`src/rtl/weighted_histogram_bincount_assert.svh`:
```
// Assertion macros shared by the histogram RTL.
// Each macro samples on the rising edge of clk and is switched off while rst is high.
`ifndef WEIGHTED_HISTOGRAM_BINCOUNT_ASSERT_SVH
`define WEIGHTED_HISTOGRAM_BINCOUNT_ASSERT_SVH

// The consequent must hold in the same cycle as the antecedent.
`define WHB_ASSERT_NOW(lbl, ante, cons, msg) \
  lbl: assert property (@(posedge clk) disable iff (rst) (ante) |-> (cons)) else $error(msg);

// The consequent must hold in the cycle after the antecedent.
`define WHB_ASSERT_NEXT(lbl, ante, cons, msg) \
  lbl: assert property (@(posedge clk) disable iff (rst) (ante) |=> (cons)) else $error(msg);

`endif

```
`src/rtl/whb_pkg.sv`:
```
package whb_pkg;

  localparam int MAX_BINS_DEF = 256;
  localparam int MAX_ROWS_DEF = 4;

  localparam int DATA_W    = 32;
  localparam int ROW_W     = 2;
  localparam int NBINS_W   = 9;
  localparam int CFG_IDX_W = 2;

  // Item actions.
  localparam logic ACT_ADD  = 1'b0;
  localparam logic ACT_READ = 1'b1;

  // Configuration register indexes.
  localparam logic [CFG_IDX_W-1:0] REG_BIN_LIMIT   = 2'd0;
  localparam logic [CFG_IDX_W-1:0] REG_BINARY_MODE = 2'd1;
  localparam logic [CFG_IDX_W-1:0] REG_USE_WEIGHTS = 2'd2;

  localparam logic [NBINS_W-1:0] BIN_LIMIT_RST = 9'd256;

  // Decoded item, handed from the front end to the update stage.
  typedef struct packed {
    logic is_read;
    logic hit;
    logic add_en;
  } whb_ctl_t;

  // Update stage status, seen by the top level.
  typedef struct packed {
    logic busy;
    logic advance;
    logic is_read;
  } whb_stat_t;

endpackage

```
`src/rtl/whb_update.sv`:
```
module whb_update #(
  parameter int DEPTH = whb_pkg::MAX_BINS_DEF * whb_pkg::MAX_ROWS_DEF
) (
  input  logic                              clk,
  input  logic                              rst,
  input  logic                              accept,
  input  whb_pkg::whb_ctl_t                 in_ctl,
  input  logic [$clog2(DEPTH)-1:0]          in_addr,
  input  logic [whb_pkg::DATA_W-1:0]        in_weight,
  input  logic [whb_pkg::DATA_W-1:0]        rd_data,
  input  logic                              binary_mode,
  input  logic                              use_weights,
  input  logic                              out_stall,
  output logic                              out_valid,
  output logic signed [whb_pkg::DATA_W-1:0] bin_value,
  output logic                              wr_en,
  output logic [$clog2(DEPTH)-1:0]          wr_addr,
  output logic [whb_pkg::DATA_W-1:0]        wr_data,
  output whb_pkg::whb_stat_t                stat
);
  import whb_pkg::*;

  localparam int AW = $clog2(DEPTH);

  logic              st_valid;
  whb_ctl_t          st_ctl;
  logic [AW-1:0]     st_addr;
  logic [DATA_W-1:0] st_weight;
  logic              fwd_hit;
  logic [DATA_W-1:0] fwd_data;
  logic [DATA_W-1:0] old_value;
  logic [DATA_W-1:0] new_value;
  logic              advance;

  // A read issued at the same edge as a write-back of the same word sees the
  // stale word, so the written value is kept and used in its place.
  assign old_value = fwd_hit ? fwd_data : rd_data;

  always_comb begin
    if (st_ctl.is_read) begin
      new_value = '0;
    end else if (binary_mode) begin
      new_value = DATA_W'(1);
    end else if (use_weights) begin
      new_value = old_value + st_weight;
    end else begin
      new_value = old_value + DATA_W'(1);
    end
  end

  assign advance = st_valid && (!st_ctl.is_read || !out_valid || !out_stall);
  assign wr_en   = advance && (st_ctl.is_read ? st_ctl.hit : st_ctl.add_en);
  assign wr_addr = st_addr;
  assign wr_data = new_value;

  assign stat.busy    = st_valid;
  assign stat.advance = advance;
  assign stat.is_read = st_ctl.is_read;

  always_ff @(posedge clk) begin
    if (rst) begin
      st_valid <= 1'b0;
    end else if (accept) begin
      st_valid <= 1'b1;
    end else if (advance) begin
      st_valid <= 1'b0;
    end
  end

  always_ff @(posedge clk) begin
    if (accept) begin
      st_ctl    <= in_ctl;
      st_addr   <= in_addr;
      st_weight <= in_weight;
      fwd_hit   <= wr_en && (wr_addr == in_addr);
      fwd_data  <= wr_data;
    end
  end

  always_ff @(posedge clk) begin
    if (rst) begin
      out_valid <= 1'b0;
    end else if (advance && st_ctl.is_read) begin
      out_valid <= 1'b1;
    end else if (!out_stall) begin
      out_valid <= 1'b0;
    end
  end

  always_ff @(posedge clk) begin
    if (advance && st_ctl.is_read) begin
      bin_value <= st_ctl.hit ? old_value : '0;
    end
  end

endmodule

```
`config.mk`:
```
export PLATFORM = sky130hd
export DESIGN_NAME = whb_update
export DESIGN_NICKNAME = d
export VERILOG_FILES = /design/src/rtl/weighted_histogram_bincount_assert.svh /design/src/rtl/whb_pkg.sv /design/src/rtl/whb_update.sv
export SDC_FILE = /design/constraint.sdc
export NUM_CORES = 1
export LEC_CHECK = 0
export ABC_AREA = 1
export BUFFER_PORTS_ARGS = -buffer_cell sky130_fd_sc_hd__buf_2
export CAP_MARGIN = 20
export CORE_ASPECT_RATIO = 0.6
export CORE_MARGIN = 4
export CORE_UTILIZATION = 25
export DETAILED_ROUTE_END_ITERATION = 8
export PLACE_DENSITY = 0.42
export SLEW_MARGIN = 20
export SYNTH_ARGS = -nofsm -noshare
export SYNTH_HDL_FRONTEND = slang
export SYNTH_SLANG_ARGS = --single-unit
```
`constraint.sdc`:
```
create_clock -name clk -period 3.4 [get_ports clk]
set_input_delay 0.17 -clock clk [delete_from_list [all_inputs] [get_ports clk]]
set_output_delay 0.17 -clock clk [all_outputs]
set_load 0.005 [all_outputs]
```
-- After elaboration in Yosys (flattened, before gate mapping)
Cells that the tools add are included.
Widths: inputs -> output; s select.
- register bits after elaboration: 112
- output and inout bits: 79
- equal/unequal tests: 2
- add/sub/neg operators: 2
- reductions and logical operators: 10
- multiplexer cells: 9
- operator list (operator ; count):
    $mux 32 ; 4
    $add 32x1->32 const B ; 1
    $add 32x32->32 ; 1
    $eq 10x10->1 ; 1
    $mux 1 ; 5
    $logic_and 1x1->1 ; 4
    $logic_not 1->1 ; 3
    $logic_or 1x1->1 ; 2
    $ne 2x1->1 const B ; 1
    $reduce_bool 2->1 ; 1

-- Longest topological paths before layout
- depth in word-level cells: 6
- gate-level depth with buffers: 18
- depth with buffers taken out: 16

-- Least setup slack after synthesis
OpenSTA, ideal clock, no wires.
- kind: register to register
- start point: reg fwd_hit
- end point: reg fwd_data[16] (data pin)
- setup time: 0.265 ns
- setup slack: 0.789 ns
- required time: 3.135 ns
- clock period less this slack: 2.611 ns
- cell stages (with the launch flop): 17
- arrival time: 2.346 ns
- buffers on the path: 2
- path through: edfxtp_1 -> clkbuf_1 -> inv_1 -> clkbuf_1 -> nand2_1 -> nand2_1 -> ha_1 -> inv_1 -> fa_1 -> inv_1 -> nand3_1 -> nand3_1 -> nand2_1 -> a21oi_1 -> nor2_1 -> o21ai_0 -> nor2_1
- cells in the longest elaborated chain, start to end: 5
- elaborated cells on any way between the ends: 6
- ends and longest elaborated chain (item ; line ; text):
    from (decl) ; whb_update.sv:29 ; logic fwd_hit;
    from (signal assigned) ; whb_update.sv:75 ; fwd_hit <= wr_en && (wr_addr == in_addr);
    $mux 32 * ; whb_update.sv:37 ; assign old_value = fwd_hit ? fwd_data : rd_data;
    via old_value[0] ; whb_update.sv:31 ; logic [DATA_W-1:0] old_value;
    $add 32x1->32 / $add 32x32->32 (equally long branches) ; whb_update.sv:47, whb_update.sv:45 ;
    $mux 32 * ; whb_update.sv:44 ; end else if (use_weights) begin
    $mux 32 * ; whb_update.sv:42 ; end else if (binary_mode) begin
    $mux 32 * ; whb_update.sv:40 ; if (st_ctl.is_read) begin
    via wr_data (one bit) ; whb_update.sv:18 ; output logic [whb_pkg::DATA_W-1:0] wr_data,
    to (signal assigned) ; whb_update.sv:76 ; fwd_data <= wr_data;
    to (decl) ; whb_update.sv:30 ; logic [DATA_W-1:0] fwd_data;
Mark *: on every way through the listed nets, which the timed path passes. The rest lies on a longest branch.
A chain may end at the register's enable or synchronous reset.

-- Worst setup path after layout
- start point: reg fwd_hit
- end point: out wr_data[31] (netlist name)
- cells in the longest elaborated chain, start to end: 5
- elaborated cells on any way between the ends: 6
- ends and longest elaborated chain (item ; line):
    $mux 32 * ; whb_update.sv:37
    via old_value[23] ; whb_update.sv:31
    $add 32x1->32 / $add 32x32->32 (equally long branches) ; whb_update.sv:47, whb_update.sv:45
    $mux 32 * ; whb_update.sv:44
    $mux 32 * ; whb_update.sv:42
    $mux 32 * ; whb_update.sv:40
    to (decl) ; whb_update.sv:18
Marks and branches as above.

==> key figures <==
Run status
  • Status: finished, final reports clean

Drt
  • Drt initial violations: 461
  • Remaining DRCs: 0
  • Via count: 6273
  • Via density: 4.273
  • DRT Pass-1 Iters: 5
  • Total Wirelength: 24930 um
  • Final antenna-violating net count: 0
  • WL per Instance: 16.98 um

Final layout
  • Layout Cells excl Fill: 1468
  • Final net count: 1218
  • Layout area overhead: 29.65%
  • Layout cell share with drive strength beyond 1: 21.21%
  • ANT cells: 0

Floorplanning
  • Initial core utilization: 25.85%
  • Cell Rows: 46
  • Die X: 223.4 um
  • Core area: 26940 um^2
  • DIE AREA: 30670 um^2
  • Die Span Y: 137.3 um
  • I/O pins: 162

Logic synthesis
  • Synth Register Bits: 112
  • Synth area leader: edfxtp_1
  • Net count after synthesis: 1010
  • Yosys top cell area share: 47.45%
  • Post-Synthesis Cells: 895
  • Part of the Yosys area used for sequential elements: 48.02%
  • Cell Area, Synth: 6962 um^2
  • Syn. warnings: 0
  • Post-synth cell types: 34
  • Ranking of synthesized cells by area: edfxtp_1 (47%), nand2_1 (18%), inv_1 (8.1%), ha_1 (5.6%), a21oi_1 (5.3%)
  • Avg Cell Area, Syn: 7.778 um^2

Worst setup path
  • Worst Path Arrival: 3.03 ns
  • Crit end category: primary output
  • R2R Setup Slk: 0.70 ns
  • Worst EP required: 3.23 ns
  • CP most frequent cell: nand2_1
  • FF-to-FF path depth: 12
  • Crit Path Class: flip-flop to primary output
  • Worst path bufs/invs: 4
  • Reg-to-Reg Start: fwd_hit
  • Crit path max-delay family: simple AND/OR/NAND/NOR gates
  • Max incr delay on CP: 0.46 ns
  • Slowest-stage cell, CP: ha_2
  • CP Cell Sequence: inv_2 > buf_12 > nand2_1 > nand2_1 > ha_2 > nand2_1 > nor2_2 > inv_2 > nor3_2 > and2_1 > nand2_2 > nand3_2 > nand2_1 > nor2_2 > buf_2
  • Critical R2R Capture: fwd_data[15]
  • Worst-path fanout max: 26
  • Startpoint Class: flip-flop
  • Stages on the worst setup path: 15

Clocking
  • Largest buffer count on any clock path: 2
  • Clock-pin slew on the worst setup and hold paths: 0.08 ns
  • H-tree depth: 3
  • Clock Latency Late Sink: 0.38 ns
  • CTS Sinks: 112
  • Num CTS Buffers: 9
  • CTS root buffer: clkbuf_16
  • CTS tree: yes

GRT
  • Pin count of the biggest net entering global routing: 70
  • Overflow after GRT: 0
  • GRT Total Usage: 16.53%
  • Initial antenna violation count: 0
  • First-pass GRT wire length: 37060 um
  • Number of global-route vias before repair: 5805

Place
  • Routability cong.: 0.8734
  • HPWL Detailed: 20220 um
  • I/O Buffers: 161
  • DP Cell Count: 1406

Run
  • # Max-Cap Violations: 0

Power and ir drop
  • Worst vdd ir: 199.7 uV
  • Pwr/cell area: 403.9 nW/um^2
  • Leak Pwr: 4.629 nW

Timing
  • Final hold vios: 0
  • Minimum clock period after layout: 3.196 ns
  • Worst slew margin: 34.58%
  • Worst-margin pin slew: 0.9813 ns
  • Crit share post-route: 94.01%
  • Final Max Slew Viols: 0
  • Fin Hold WS: 0.1394 ns
  • Fmax achieved: 312.8 MHz
  • Final setup violation count: 0
  • Final Skew: 0.01440 ns

Min path
  • Hold EP: fwd_data[4]
  • Hold path cells: 2
  • HP Class: input pin to flip-flop
  • Hold path start: binary_mode
-- sequential cells by signal, summed over array words and instances, names as in the netlist --
name       count
out_valid      1
st_ctl         2
st_valid       1
wr_addr       10
fwd_hit        1
st_weight     32
fwd_data      32
bin_value     32
stat           1
-- worst max path at each step --
| stage | startpoint | to | slack [ns] |
|---|---|---|---|
| final | fwd_hit | wr_data[31] | 0.20 |
| after detailed placement | fwd_hit | wr_data[20] | 0.39 |
| after CTS | fwd_hit | wr_data[24] | 0.02 |
| after global routing | fwd_hit | wr_data[20] | -0.0005 |
| after floorplan | fwd_hit | fwd_data[16] | 0.79 |
| after global placement | fwd_hit | wr_data[20] | 0.44 |
-- synthesized netlist by cell type (all sizes together) --
master,instances
a21o,1
nand4,6
nand2,348
clkbuf,13
a221oi,1
o21a,2
dfxtp,2
buf,6
o22ai,1
o21bai,3
xor2,5
and2,5
clkinv,1
nand3,33
a21oi,75
nor3,9
xnor2,6
or2,2
fa,1
nor2,65
o21ai,12
edfxtp,110
and3,1
ha,31
inv,156
-- cell usage in the layout (no fill, tap or decap), types with 4 or more instances in the layout --
cell	count
and2_1	5
inv_1	148
clkbuf_16	9
a21oi_2	4
nand4_1	6
nor2_1	51
ha_1	30
xnor2_1	6
edfxtp_1	110
nand2_2	12
o21ai_0	10
nand3_1	29
buf_2	160
dlygate4sd3_1	46
nor2_2	14
inv_2	7
nor3_1	4
nand2_1	336
xor2_1	5
nand3_2	4
buf_4	8
nor3_2	5
a21oi_1	71
-- cell type report --
type	instances	area [um^2]
fill	2914	17910
sequential	112	3343
multi-input combinational	607	2983
timing repair buffer	216	1361
inverter	157	589.3
tap	360	450.4
clock buffer	11	232.7
clock inverter	5	66.31
-- metrics by stage --
stage / TNS (ns) / area [um^2] / util (%) / power, mW / worst slack [ns]
floorplan: 0 / 6962 / - / 2.141 / 0.7889
global placement: 0 / 8212 / 30.49 / 2.496 / 0.4358
detailed placement: 0 / 8212 / 30.49 / 2.490 / 0.3865
CTS: 0 / 8976 / 33.32 / 3.688 / 0.02289
global route: -0.0004790 / 9026 / 33.51 / 3.862 / -0.0004790
finish: 0 / 9026 / 33.51 / 3.646 / 0.2035
-- where the power goes --
group,leakage [nW],total (mW),internal [mW],switching (mW)
clock network,0.142,1.13,0.582,0.550
logic,3.38,0.850,0.303,0.548
registers,1.10,1.66,1.63,0.0372
total,4.63,3.65,2.51,1.13
-- cell families after synthesis --
kind of cell	Yosys count	synth area share, %
AOI/OAI and AO/OA	95	7.225
buffers and inverters	176	9.741
adders and majority gates	32	5.859
DFF	112	48.02
and+or+nand+nor	469	27.77
xor gates and xnor gates	11	1.384
-- repair_timing --
action                                 4_1_cts  5_1_grt
endpoints found under the hold margin       46        0
hold buffers                                46        0
gates resized for setup                      2       18
buffers inserted                             0        0
setup endpoints to repair                    2       21
-- per-layer routing --
layer | part of all wire [%] | up-vias | GRT usage, %
met3 | 5.5 | 13 | 3.769
met4 | 0.95 | 0 | 3.797
li1 | - | 3259 | -
met2 | 33 | 151 | 18.94
met1 | 60 | 2850 | 28.87
met5 | 0 | - | 0
-- worst reg2reg max path, cell delays in order (launching register included) --
cell	delay (ns)
edfxtp_1	0.45
buf_12	0.20
nand2_1	0.14
nand2_1	0.15
ha_1	0.42
nand2_2	0.17
inv_1	0.07
a21oi_1	0.21
nand2_1	0.15
nand2_1	0.10
nand2_2	0.07
o21ai_0	0.21
a21oi_2	0.09
(Power assumes the default switching activity.)
